<file path="config.mk">
export PLATFORM = sky130hd
export DESIGN_NAME = class_data_uleb_decoder_unit
export DESIGN_NICKNAME = d
export VERILOG_FILES = /design/src/hdl/cduleb_pkg.sv /design/src/hdl/cduleb_front.sv /design/src/hdl/cduleb_queue.sv /design/src/hdl/cduleb_back.sv /design/src/hdl/class_data_uleb_decoder_unit.sv
export SDC_FILE = /design/constraint.sdc
export NUM_CORES = 1
export LEC_CHECK = 0
export BUFFER_PORTS_ARGS = -buffer_cell sky130_fd_sc_hd__buf_2
export CORE_MARGIN = 3
export CORE_UTILIZATION = 61
export CTS_CLUSTER_DIAMETER = 50
export DETAILED_ROUTE_END_ITERATION = 8
export MAX_ROUTING_LAYER = met4
export PLACE_DENSITY_LB_ADDON = 0.1
export SYNTH_ARGS = -nofsm -noshare
export SYNTH_HDL_FRONTEND = slang
export SYNTH_SLANG_ARGS = --single-unit
</file>
<file path="constraint.sdc">
create_clock -name i_clk -period 10.8 [get_ports i_clk]
set_input_delay 0.54 -clock i_clk [delete_from_list [all_inputs] [get_ports i_clk]]
set_output_delay 0.54 -clock i_clk [all_outputs]
set_load 0.05 [all_outputs]
</file>
<file path="src/hdl/cduleb_pkg.sv">
// Package for the class data ULEB128 decoder.
// Holds the decode phase type, the value queue entry type and the kind codes.
// No dependencies.
`timescale 1ns / 1ps

package cduleb_pkg;

    typedef enum logic [2:0] {
        PH_IDLE   = 3'd0,
        PH_COUNTS = 3'd1,
        PH_SEC0   = 3'd2,
        PH_SEC1   = 3'd3,
        PH_SEC2   = 3'd4,
        PH_SEC3   = 3'd5
    } t_phase;

    typedef struct packed {
        logic [31:0] value;
        logic        first;
    } t_val;

    localparam logic [2:0] KIND_EMPTY    = 3'd4;
    localparam logic [2:0] LEB_LAST_BYTE = 3'd4;
    localparam logic [1:0] SLOT_DELTA    = 2'd0;
    localparam logic [1:0] SLOT_FLAGS    = 2'd1;
    localparam logic [1:0] SLOT_CODE     = 2'd2;
    localparam logic [1:0] SLOT_LAST_CNT = 2'd3;
    localparam int         QUEUE_DEPTH   = 2;

endpackage

</file>
<file path="src/hdl/cduleb_front.sv">
// Front part: accepts bytes and assembles ULEB128 values.
// Pushes each finished value, tagged when it opens an item, into the queue.
// Depends on cduleb_pkg.
`timescale 1ns / 1ps

module cduleb_front (
    input  logic              i_clk,
    input  logic              i_rst_n,
    input  logic              i_in_valid,
    output logic              o_in_ready,
    input  logic [7:0]        i_data_byte,
    input  logic              i_start_of_item,
    input  logic              i_q_full,
    output logic              o_push,
    output cduleb_pkg::t_val  o_push_val
);

    logic [31:0] r_acc, n_acc;
    logic [2:0]  r_cnt, n_cnt;
    logic        r_first, n_first;

    logic        accept;
    logic [31:0] acc_base;
    logic [2:0]  cnt_base;
    logic        first_base;
    logic [5:0]  shamt;
    logic [31:0] merged;
    logic        done;

    assign o_in_ready = !i_q_full;
    assign accept     = i_in_valid && o_in_ready;

    always_comb begin
        acc_base   = i_start_of_item ? 32'd0 : r_acc;
        cnt_base   = i_start_of_item ? 3'd0 : r_cnt;
        first_base = i_start_of_item ? 1'b1 : r_first;
        shamt      = {cnt_base, 3'b000} - {3'b000, cnt_base};
        merged     = acc_base | ({25'd0, i_data_byte[6:0]} << shamt);
        done       = !i_data_byte[7] || (cnt_base == cduleb_pkg::LEB_LAST_BYTE);
    end

    always_comb begin
        n_acc   = r_acc;
        n_cnt   = r_cnt;
        n_first = r_first;
        if (accept) begin
            if (done) begin
                n_acc   = 32'd0;
                n_cnt   = 3'd0;
                n_first = 1'b0;
            end else begin
                n_acc   = merged;
                n_cnt   = cnt_base + 3'd1;
                n_first = first_base;
            end
        end
    end

    assign o_push           = accept && done;
    assign o_push_val.value = merged;
    assign o_push_val.first = first_base;

    always_ff @(posedge i_clk) begin
        if (!i_rst_n) begin
            r_acc   <= 32'd0;
            r_cnt   <= 3'd0;
            r_first <= 1'b0;
        end else begin
            r_acc   <= n_acc;
            r_cnt   <= n_cnt;
            r_first <= n_first;
        end
    end

endmodule

</file>
<file path="src/hdl/cduleb_queue.sv">
// Two-entry queue of decoded values between front and back parts.
// Depends on cduleb_pkg.
`timescale 1ns / 1ps

module cduleb_queue (
    input  logic              i_clk,
    input  logic              i_rst_n,
    input  logic              i_push,
    input  cduleb_pkg::t_val  i_push_val,
    output logic              o_full,
    output logic              o_q_valid,
    output cduleb_pkg::t_val  o_q_val,
    input  logic              i_pop
);

    cduleb_pkg::t_val r_mem [cduleb_pkg::QUEUE_DEPTH];
    logic       r_wptr, r_rptr;
    logic [1:0] r_count;
    logic       do_push, do_pop;

    assign o_full    = (r_count == 2'(cduleb_pkg::QUEUE_DEPTH));
    assign o_q_valid = (r_count != 2'd0);
    assign o_q_val   = r_mem[r_rptr];
    assign do_push   = i_push && !o_full;
    assign do_pop    = i_pop && o_q_valid;

    always_ff @(posedge i_clk) begin
        if (do_push) begin
            r_mem[r_wptr] <= i_push_val;
        end
    end

    always_ff @(posedge i_clk) begin
        if (!i_rst_n) begin
            r_wptr  <= 1'b0;
            r_rptr  <= 1'b0;
            r_count <= 2'd0;
        end else begin
            if (do_push) begin
                r_wptr <= !r_wptr;
            end
            if (do_pop) begin
                r_rptr <= !r_rptr;
            end
            r_count <= r_count + {1'b0, do_push} - {1'b0, do_pop};
        end
    end

endmodule

</file>
<file path="src/hdl/cduleb_back.sv">
// Back part: walks counts and records from the queued values, emits records.
// Holds the section state machine and the output register.
// Depends on cduleb_pkg.
`timescale 1ns / 1ps

module cduleb_back (
    input  logic              i_clk,
    input  logic              i_rst_n,
    input  logic              i_q_valid,
    input  cduleb_pkg::t_val  i_q_val,
    output logic              o_pop,
    output logic              o_out_valid,
    input  logic              i_out_ready,
    output logic [2:0]        o_entry_kind,
    output logic [31:0]       o_member_index,
    output logic [31:0]       o_member_flags,
    output logic [31:0]       o_code_offset,
    output logic              o_last_of_item
);

    cduleb_pkg::t_phase r_phase, n_phase;
    logic [1:0]  r_slot, n_slot;
    logic [31:0] r_counts [4];
    logic [31:0] r_left, n_left;
    logic [31:0] r_index, n_index;
    logic [31:0] r_held, n_held;

    logic        r_out_valid;
    logic [2:0]  r_out_kind;
    logic [31:0] r_out_index, r_out_flags, r_out_code;
    logic        r_out_last;

    logic [31:0] v;
    logic        first;
    logic        is_sec, is_method;
    logic [2:0]  kind;
    logic [3:0]  nz;
    logic [2:0]  from;
    logic        found;
    logic [1:0]  found_sec;
    logic        enter;
    logic        emit;
    logic        cnt_wr;
    logic [1:0]  cnt_idx;
    logic [2:0]  e_kind;
    logic [31:0] e_flags, e_code;
    logic        e_last;

    assign v         = i_q_val.value;
    assign first     = i_q_val.first;
    assign o_pop     = i_q_valid && (!r_out_valid || i_out_ready);
    assign is_sec    = (r_phase != cduleb_pkg::PH_IDLE) && (r_phase != cduleb_pkg::PH_COUNTS);
    assign is_method = (r_phase == cduleb_pkg::PH_SEC2) || (r_phase == cduleb_pkg::PH_SEC3);
    assign kind      = r_phase - 3'd2;

    // Search for the next section with entries.
    always_comb begin
        nz[0] = (r_counts[0] != 32'd0);
        nz[1] = (r_counts[1] != 32'd0);
        nz[2] = (r_counts[2] != 32'd0);
        nz[3] = (r_counts[3] != 32'd0);
        if (!first && r_phase == cduleb_pkg::PH_COUNTS) begin
            nz[3] = (v != 32'd0);
            from  = 3'd0;
        end else begin
            from  = kind + 3'd1;
        end
        found     = 1'b0;
        found_sec = 2'd0;
        for (int s = 3; s >= 0; s--) begin
            if (nz[s] && (3'(s) >= from)) begin
                found     = 1'b1;
                found_sec = 2'(s);
            end
        end
    end

    // Next state.
    always_comb begin
        n_phase = r_phase;
        enter   = 1'b0;
        if (o_pop) begin
            if (first) begin
                n_phase = cduleb_pkg::PH_COUNTS;
            end else begin
                unique case (r_phase)
                    cduleb_pkg::PH_IDLE: begin
                        n_phase = cduleb_pkg::PH_IDLE;
                    end
                    cduleb_pkg::PH_COUNTS: begin
                        if (r_slot == cduleb_pkg::SLOT_LAST_CNT) begin
                            enter = 1'b1;
                        end
                    end
                    cduleb_pkg::PH_SEC0, cduleb_pkg::PH_SEC1,
                    cduleb_pkg::PH_SEC2, cduleb_pkg::PH_SEC3: begin
                        if (r_slot != cduleb_pkg::SLOT_DELTA
                            && !(r_slot == cduleb_pkg::SLOT_FLAGS && is_method)
                            && r_left == 32'd1) begin
                            enter = 1'b1;
                        end
                    end
                    default: begin
                        n_phase = cduleb_pkg::PH_IDLE;
                    end
                endcase
            end
            if (enter) begin
                n_phase = found ? cduleb_pkg::t_phase'({1'b0, found_sec} + 3'd2)
                                : cduleb_pkg::PH_IDLE;
            end
        end
    end

    // Datapath and results.
    always_comb begin
        n_slot  = r_slot;
        n_left  = r_left;
        n_index = r_index;
        n_held  = r_held;
        emit    = 1'b0;
        cnt_wr  = 1'b0;
        cnt_idx = r_slot;
        e_kind  = kind;
        e_flags = r_held;
        e_code  = v;
        e_last  = 1'b0;
        if (o_pop) begin
            if (first) begin
                cnt_wr  = 1'b1;
                cnt_idx = 2'd0;
                n_slot  = 2'd1;
            end else if (r_phase == cduleb_pkg::PH_COUNTS) begin
                cnt_wr = 1'b1;
                n_slot = r_slot + 2'd1;
                if (enter && !found) begin
                    emit   = 1'b1;
                    e_kind = cduleb_pkg::KIND_EMPTY;
                    e_flags = 32'd0;
                    e_code  = 32'd0;
                    e_last  = 1'b1;
                end
            end else if (is_sec) begin
                if (r_slot == cduleb_pkg::SLOT_DELTA) begin
                    n_index = r_index + v;
                    n_slot  = cduleb_pkg::SLOT_FLAGS;
                end else if (r_slot == cduleb_pkg::SLOT_FLAGS && is_method) begin
                    n_held = v;
                    n_slot = cduleb_pkg::SLOT_CODE;
                end else begin
                    emit   = 1'b1;
                    n_slot = cduleb_pkg::SLOT_DELTA;
                    n_left = r_left - 32'd1;
                    if (r_slot == cduleb_pkg::SLOT_FLAGS) begin
                        n_held  = v;
                        e_flags = v;
                        e_code  = 32'd0;
                    end
                    e_last = enter && !found;
                end
            end
            if (enter) begin
                n_slot  = cduleb_pkg::SLOT_DELTA;
                n_index = 32'd0;
                n_left  = found ? r_counts[found_sec] : 32'd0;
                if (found && found_sec == 2'd3 && r_phase == cduleb_pkg::PH_COUNTS) begin
                    n_left = v;
                end
            end
        end
    end

    always_ff @(posedge i_clk) begin
        if (cnt_wr) begin
            r_counts[cnt_idx] <= v;
        end
        if (emit) begin
            r_out_kind  <= e_kind;
            r_out_index <= (e_kind == cduleb_pkg::KIND_EMPTY) ? 32'd0 : r_index;
            r_out_flags <= e_flags;
            r_out_code  <= e_code;
            r_out_last  <= e_last;
        end
    end

    always_ff @(posedge i_clk) begin
        if (!i_rst_n) begin
            r_phase     <= cduleb_pkg::PH_IDLE;
            r_slot      <= 2'd0;
            r_left      <= 32'd0;
            r_index     <= 32'd0;
            r_held      <= 32'd0;
            r_out_valid <= 1'b0;
        end else begin
            r_phase <= n_phase;
            r_slot  <= n_slot;
            r_left  <= n_left;
            r_index <= n_index;
            r_held  <= n_held;
            if (emit) begin
                r_out_valid <= 1'b1;
            end else if (i_out_ready) begin
                r_out_valid <= 1'b0;
            end
        end
    end

    assign o_out_valid    = r_out_valid;
    assign o_entry_kind   = r_out_kind;
    assign o_member_index = r_out_index;
    assign o_member_flags = r_out_flags;
    assign o_code_offset  = r_out_code;
    assign o_last_of_item = r_out_last;

`ifndef SYNTHESIS
    a_empty_is_last: assert property (@(posedge i_clk) disable iff (!i_rst_n)
        (r_out_valid && r_out_kind == cduleb_pkg::KIND_EMPTY)
        |-> (r_out_last && r_out_index == 32'd0))
        else $error("empty record not flagged last");
    a_code_slot_method: assert property (@(posedge i_clk) disable iff (!i_rst_n)
        (r_slot == cduleb_pkg::SLOT_CODE && r_phase != cduleb_pkg::PH_COUNTS)
        |-> is_method)
        else $error("code offset slot outside a method section");
    a_no_overwrite: assert property (@(posedge i_clk) disable iff (!i_rst_n)
        (r_out_valid && !i_out_ready) |-> !emit)
        else $error("pending record overwritten");
    a_idle_no_left: assert property (@(posedge i_clk) disable iff (!i_rst_n)
        (o_pop && emit && e_last) |=> (r_phase == cduleb_pkg::PH_IDLE || $past(first)))
        else $error("last record without return to idle");
`endif

endmodule

</file>
<file path="src/hdl/class_data_uleb_decoder_unit.sv">
// Top level of the class data ULEB128 decoder.
// Joins front (byte assembly), value queue and back (record walk).
// Depends on cduleb_pkg, cduleb_front, cduleb_queue, cduleb_back.
//
//   channel  direction  handshake                  payload
//   in       to block   i_in_valid / o_in_ready    i_data_byte, i_start_of_item
//   out      from block o_out_valid / i_out_ready  o_entry_kind, o_member_index,
//                                                  o_member_flags, o_code_offset,
//                                                  o_last_of_item
//
// One byte per cycle unless the output stalls; a record goes from its last byte
// through front assembly and the queue register into the back's output register.
// Synchronous active-low reset clears all control state; no clearing pass.
// The two-entry value queue stalls the front only when the back is held
// by a stalled output register.
`timescale 1ns / 1ps

module class_data_uleb_decoder_unit (
    input  logic        i_clk,
    input  logic        i_rst_n,
    input  logic        i_in_valid,
    output logic        o_in_ready,
    input  logic [7:0]  i_data_byte,
    input  logic        i_start_of_item,
    output logic        o_out_valid,
    input  logic        i_out_ready,
    output logic [2:0]  o_entry_kind,
    output logic [31:0] o_member_index,
    output logic [31:0] o_member_flags,
    output logic [31:0] o_code_offset,
    output logic        o_last_of_item
);

    logic             q_full, q_valid, push, pop;
    cduleb_pkg::t_val push_val, q_val;

    cduleb_front u_front (
        .i_clk           (i_clk),
        .i_rst_n         (i_rst_n),
        .i_in_valid      (i_in_valid),
        .o_in_ready      (o_in_ready),
        .i_data_byte     (i_data_byte),
        .i_start_of_item (i_start_of_item),
        .i_q_full        (q_full),
        .o_push          (push),
        .o_push_val      (push_val)
    );

    cduleb_queue u_queue (
        .i_clk      (i_clk),
        .i_rst_n    (i_rst_n),
        .i_push     (push),
        .i_push_val (push_val),
        .o_full     (q_full),
        .o_q_valid  (q_valid),
        .o_q_val    (q_val),
        .i_pop      (pop)
    );

    cduleb_back u_back (
        .i_clk          (i_clk),
        .i_rst_n        (i_rst_n),
        .i_q_valid      (q_valid),
        .i_q_val        (q_val),
        .o_pop          (pop),
        .o_out_valid    (o_out_valid),
        .i_out_ready    (i_out_ready),
        .o_entry_kind   (o_entry_kind),
        .o_member_index (o_member_index),
        .o_member_flags (o_member_flags),
        .o_code_offset  (o_code_offset),
        .o_last_of_item (o_last_of_item)
    );

endmodule
</file>
Yosys cells after proc, flatten, opt, wreduce, memory -nomap -nowiden
Memories as Yosys holds them, arrays and structs flattened. A register that Yosys moved wholly into a read port is not among the register bits.
Index checks and enable logic that the tools add are counted.
{ "totals": {"reg_bits": 242, "latchBits": 0, "ram_bits": 194, "mem_bits_ro": 0, "input_bits": 13, "out_inout_bits": 102, "word_cells": 196, "memories": 2} }
{ "op_classes": {"addsub": 10, "multipliers": 0, "n_div": 0, "order_cmp": 4, "eq_ne": 18, "n_shift": 1, "n_mux": 90, "bitwise": 5, "reduce_logical": 49} }
{ "memory_table": {"columns": ["name", "words", "word_bits", "read_ports", "rd_clocked_by_memory_dff", "write_ports", "line_no", "text"], "rows": [
  ["u_back.r_counts", 4, 32, 5, 0, 1, "cduleb_back.sv:23", "logic [31:0] r_counts [4];"],
  ["u_queue.r_mem", 2, 33, 1, 1, 1, "cduleb_queue.sv:16", "cduleb_pkg::t_val r_mem [cduleb_pkg::QUEUE_DEPTH];"]
]} }
{ "op_table": {"columns": ["op", "n"], "rows": [
  ["32-bit 2-to-1 mux", 32],
  ["32-bit nonzero test", 5],
  ["1-bit 2-to-1 mux", 34],
  ["3-bit 2-to-1 mux", 11],
  ["32-bit adder", 1],
  ["32-bit by 1-bit equality test with 1-bit output (second input constant)", 1],
  ["32-bit OR", 1],
  ["7-bit by 6-bit left shift with 32-bit output", 1],
  ["32-bit by 1-bit subtractor with 32-bit output (second input constant)", 1],
  ["2-bit 2-to-1 mux", 12],
  ["1-bit logical AND", 17],
  ["3-bit equality test (second input constant)", 4],
  ["5-bit AND reduction", 2],
  ["2-bit nonzero test", 5],
  ["1-bit logical NOT", 8],
  ["2-bit by 1-bit inequality test with 1-bit output (second input constant)", 4],
  ["3-bit by 1-bit adder with 3-bit output (second input constant)", 2],
  ["2-bit equality test (second input constant)", 3],
  ["3-bit by 2-bit equality test with 1-bit output (second input constant)", 2],
  ["1-bit by 3-bit greater-or-equal comparator with 1-bit output (first input constant)", 2],
  ["2-bit by 3-bit greater-or-equal comparator with 1-bit output (first input constant)", 2],
  ["3-bit by 1-bit inequality test with 1-bit output (second input constant)", 2],
  ["6-bit AND reduction", 1],
  ["6-bit by 3-bit subtractor with 6-bit output", 1],
  ["17 further kinds", 23]
]} }

Depth between registers and ports, before layout
{ "depth": {"depth_word": 17, "ltp_mapped": 16, "ltp_nobuf": 13} }

Cells and area by module
A second synthesis with hierarchy kept.
{ "unflattened": {"hier_cells": 1705, "area_unflattened_um2": 20194.4} }
{ "modules_own_cells": {"columns": ["mod", "n_inst", "cells_per_inst", "area_per_inst_um2"], "rows": [
  ["cduleb_back", 1, 1274, 14968.1],
  ["cduleb_queue", 1, 129, 2771.4],
  ["cduleb_front", 1, 302, 2454.9]
]} }

Least setup slack after synthesis
No wires, ideal clock.
{ "synth_path": {"path_type": "flip-flop to flip-flop", "startpoint": "register u_back.r_left[18]", "endpoint": "register u_back.r_out_code[0] (netlist: u_back.o_code_offset[0]), enable pin", "setup_time_ns": 0.699, "arrival_time_ns": 9.186, "required_time_ns": 10.101, "path_slack_ns": 0.915, "path_stages_with_launch": 9, "period_less_slack_ns": 9.885, "path_cell_list": "dfxtp_1 > or4_4 > or3_4 > nor4_4 > nor2_1 > nor2_1 > buf_4 > nand3_2 > o21ai_0"} }
{ "synth_via": {"elab_chain_cells": 12} }
{ "synth_lines": {"columns": ["element", "line_no", "text"], "rows": [
  ["from (decl)", "cduleb_back.sv:24", "logic [31:0] r_left, n_left;"],
  ["from (signal assigned)", "cduleb_back.sv:197", "r_left <= n_left;"],
  ["32-bit by 1-bit equality test with 1-bit output", "cduleb_back.sv:99", "&& r_left == 32'd1) begin"],
  ["1-bit logical AND", "cduleb_back.sv:99", null],
  ["1-bit 2-to-1 mux", "cduleb_back.sv:97", "if (r_slot != cduleb_pkg::SLOT_DELTA"],
  ["1-bit case mux with 2 select lines", "cduleb_back.sv:86", "unique case (r_phase)"],
  ["1-bit 2-to-1 mux", "cduleb_back.sv:83", "if (first) begin"],
  ["1-bit 2-to-1 mux (2 in series)", "cduleb_back.sv:82", "if (o_pop) begin"],
  ["1-bit logical AND", "cduleb_back.sv:136", "if (enter && !found) begin"],
  ["1-bit 2-to-1 mux", "cduleb_back.sv:136", null],
  ["1-bit 2-to-1 mux", "cduleb_back.sv:133", "end else if (r_phase == cduleb_pkg::PH_COUNTS) begin"],
  ["1-bit 2-to-1 mux", "cduleb_back.sv:129", "if (first) begin"],
  ["1-bit 2-to-1 mux", "cduleb_back.sv:128", "if (o_pop) begin"],
  ["named net u_back.emit", "cduleb_back.sv:42", "logic emit;"],
  ["to (signal assigned)", "cduleb_back.sv:181", "r_out_code <= e_code;"],
  ["to (decl)", "cduleb_back.sv:30", "logic [31:0] r_out_index, r_out_flags, r_out_code;"]
]} }
The timed path passes the listed nets, and every way through them passes these cells. The select of a mux whose other input is x is not followed.
A chain may end at the register's enable or synchronous reset.

==> results_dict.tcl <==
set metrics [dict create \
    outcome "finished, final reports clean" \
    io_buffers 114 \
    tritoncts "built" \
    relSlewSlack_pct 28.2 \
    htree_num_levels 2 \
    synthAdderAreaFrac_pct 2.89 \
    r2r_end "u_back.r_index[31]" \
    cts.repair.resized 0 \
    synthSimpleGateAreaFrac_pct 13.9 \
    synth_compound_area_share_pct 15.5 \
    rrSetupSlack_ns 6.16 \
    grt_usage_pct 32.3 \
    drt-initial-drc-count 2154 \
    synth_edf_count 294 \
    finClkSkew_ns 0.0195 \
    vias 15500 \
    worst_hold_slack_ns 0.304 \
    clk_pin_slew_ns 0.06 \
    hold_viol_final 0 \
    cp.arrival_ns 5.07 \
    grt_pass1_vias 14200 \
    die_x_um 188 \
    synth_commonest_cells "edfxtp_1 (294), nor2_1 (177), dfxtp_1 (143)" \
    wl_per_cell_um 23.9 \
    cts_root_buffer "clkbuf_16" \
    rsz0062_at_grt "no" \
    start_util_pct 61.9 \
    drv_slew 0 \
    coreArea_um2 32600 \
    fillers 2409 \
    worst_pin_slew_ns 1.05 \
    io_pins 115 \
    gp_congestion 0.961 \
    async_flop_share_pct 0 \
    viasPerCell 6.55 \
    synth.avg_cell_area_um2 11.3 \
    rows 66 \
    cp-start-kind "register" \
    dr.pass1.iters 9 \
    synth_top_family_by_area "compound AO/OA/AOI/OAI gates" \
    grt_pass1_wl_um 85200 \
    nNetsFinal 1942 \
    holdPathEnd "u_back.o_out_valid" \
    cts_made_buffers 46 \
    yosysMostFrequentCell "edfxtp_1" \
    synth_top_cell_by_area "edfxtp_1" \
    wl_um 56500 \
    hold_buffers 0 \
    post_cts_buffers 0 \
    clock_path_buffers 3 \
    drc 0 \
    ir_drop_v 0.000145 \
    fmax_mhz 215 \
    worstHoldStart "i_out_ready" \
    drv_cap 0 \
    synthFlopType "edfxtp_1" \
    min_path_type "in -> reg" \
    crit_required_ns 11.23 \
    netlist_instances 1781 \
    grt_max_degree 82 \
    synth_mux_area_share_pct 4.17 \
    timing.final.crit_share_pct 43.0 \
    synth_cell_types 82 \
    clock_latency_ns 0.59 \
    reg2regPathDepth 12 \
    antenna_found_initial 0 \
    setup_viol 0 \
    globalRouteOverflowTotal 0 \
    p_leak_nw 8.28 \
    synth.cell_area_um2 20200 \
    yosys-top-cells-area "edfxtp_1 (44%), dfxtp_1 (14%), nor2_1 (3.3%)" \
    ys_warn_count 0 \
    hpwl_um 38300 \
    period_needed_ns 4.64 \
    critical_path_class "reg -> reg" \
    power_density_nw_per_um2 205 \
    layout-drive-gt1-share_pct 16.1 \
    yosys.area_share.xor_xnor_pct 2.38 \
    synth_nets 1840 \
    ys_ff_latch 437 \
    yosysSeqAreaShare_pct 57.9 \
    path_max_fanout 42 \
    fp.dieArea_um2 35300 \
    cts.sinks 437 \
    drtAntennaViolNets 0 \
    insertedDiodeCount 0 \
    whs_path_depth 3 \
    cp-end-kind "register" \
    tns_ns 0 \
    area_growth_pct 12.8 \
    yosysTopAreaCellShare_pct 43.7 \
    die_y_um 188 \
]
[kinds of logic after synthesis]
logic type | count (synthesis)
flip-flops | 437
XOR/XNOR | 55
buffers and inverters | 163
AND/OR/NAND/NOR | 563
multiplexers | 80
adder cells (fa/ha/maj) | 46
AO/OA/AOI/OAI | 437
[how the worst max path moves through the flow]
stage	startpoint	end	slack (ns)
floorplan	u_back.r_left[18]	u_back.o_code_offset[0]	0.91
global placement	register	u_back.o_code_offset[14]	6.46
detailed placement	register	u_back.r_index[31]	6.36
CTS	register	u_back.r_index[31]	6.35
global route	register	u_back.r_index[18]	5.97
finish	register	u_back.r_index[31]	6.16
[placed cells by master, fill, tap and decap left out, types with 47 or more instances in the layout]
cell type / synthesis / final
edfxtp_1: 294 / 294
nor2_1: 177 / 168
dfxtp_1: 143 / 142
buf_2: 18 / 114
nand2_1: 99 / 99
a21oi_1: 82 / 80
nand3_1: 69 / 69
inv_1: 57 / 57
a22oi_1: 50 / 50
nor4_1: 49 / 49
mux2i_1: 47 / 47
o21ai_0: 48 / 47
[state kept, by name (all words and copies together) (netlist names), 3 cells and up, named ones only]
name,cells
u_queue.r_mem,66
u_back.o_entry_kind,3
u_back.r_held,32
u_back.o_member_flags,32
u_back.r_phase,3
u_back.o_code_offset,32
u_front.r_cnt,3
u_back.r_index,32
u_back.r_counts,128
u_back.o_member_index,32
u_back.r_left,32
u_front.r_acc,32
[routing by layer]
metal / routed length, um / share of wire (%) / GRT usage [%] / up-vias
li1: - / - / - / 7012
met1: 24100 / 43 / 47.7 / 7451
met2: 24500 / 43 / 45.7 / 914
met3: 6100 / 11 / 5.66 / 106
met4: 1780 / 3.1 / 10.6 / 0
met5: 0 / 0 / - / -
[area by class of cell]
| cell class | instances | area [um2] | area share [%] |
|---|---|---|---|
| Sequential cell | 437 | 11700 | 51.3 |
| Multi-Input combinational cell | 1181 | 7920 | 34.7 |
| Clock buffer | 56 | 1210 | 5.30 |
| Timing Repair Buffer | 158 | 901 | 3.95 |
| Tap cell | 442 | 553 | 2.43 |
| Clock inverter | 30 | 295 | 1.30 |
| Inverter | 59 | 224 | 0.983 |
[power by group]
part           switching, W  internal [W]
sequential        0.0000659       0.00195
combinational      0.000751      0.000340
clock              0.000667      0.000903
total               0.00148       0.00319
[metrics by stage]
step | utilization, % | worst slack, ns | cells | power (W) | instance area, um2
floorplan | - | 0.915 | 1781 | 0.00276 | 20200
global route | 69.9 | 5.97 | 2363 | 0.00484 | 22800
global placement | 65.3 | 6.46 | 2277 | 0.00308 | 21300
detailed placement | 65.3 | 6.36 | 2277 | 0.00310 | 21300
finish | 69.9 | 6.16 | 2363 | 0.00468 | 22800
CTS | 69.9 | 6.35 | 2363 | 0.00466 | 22800
[critical path, stage by stage (launching register included)]
cell and delay, ns:
dfxtp_2 0.31, buf_4 0.51, mux2i_1 0.94, inv_1 0.35, ha_1 0.52, o21a_1 0.18, o211a_1 0.16, o2111ai_1 0.14
and4_1 0.27, o31ai_1 0.43, nor3_1 0.10, a311oi_1 0.39, o221ai_1 0.19
No activity file was read; power rests on OpenSTA's default activity.
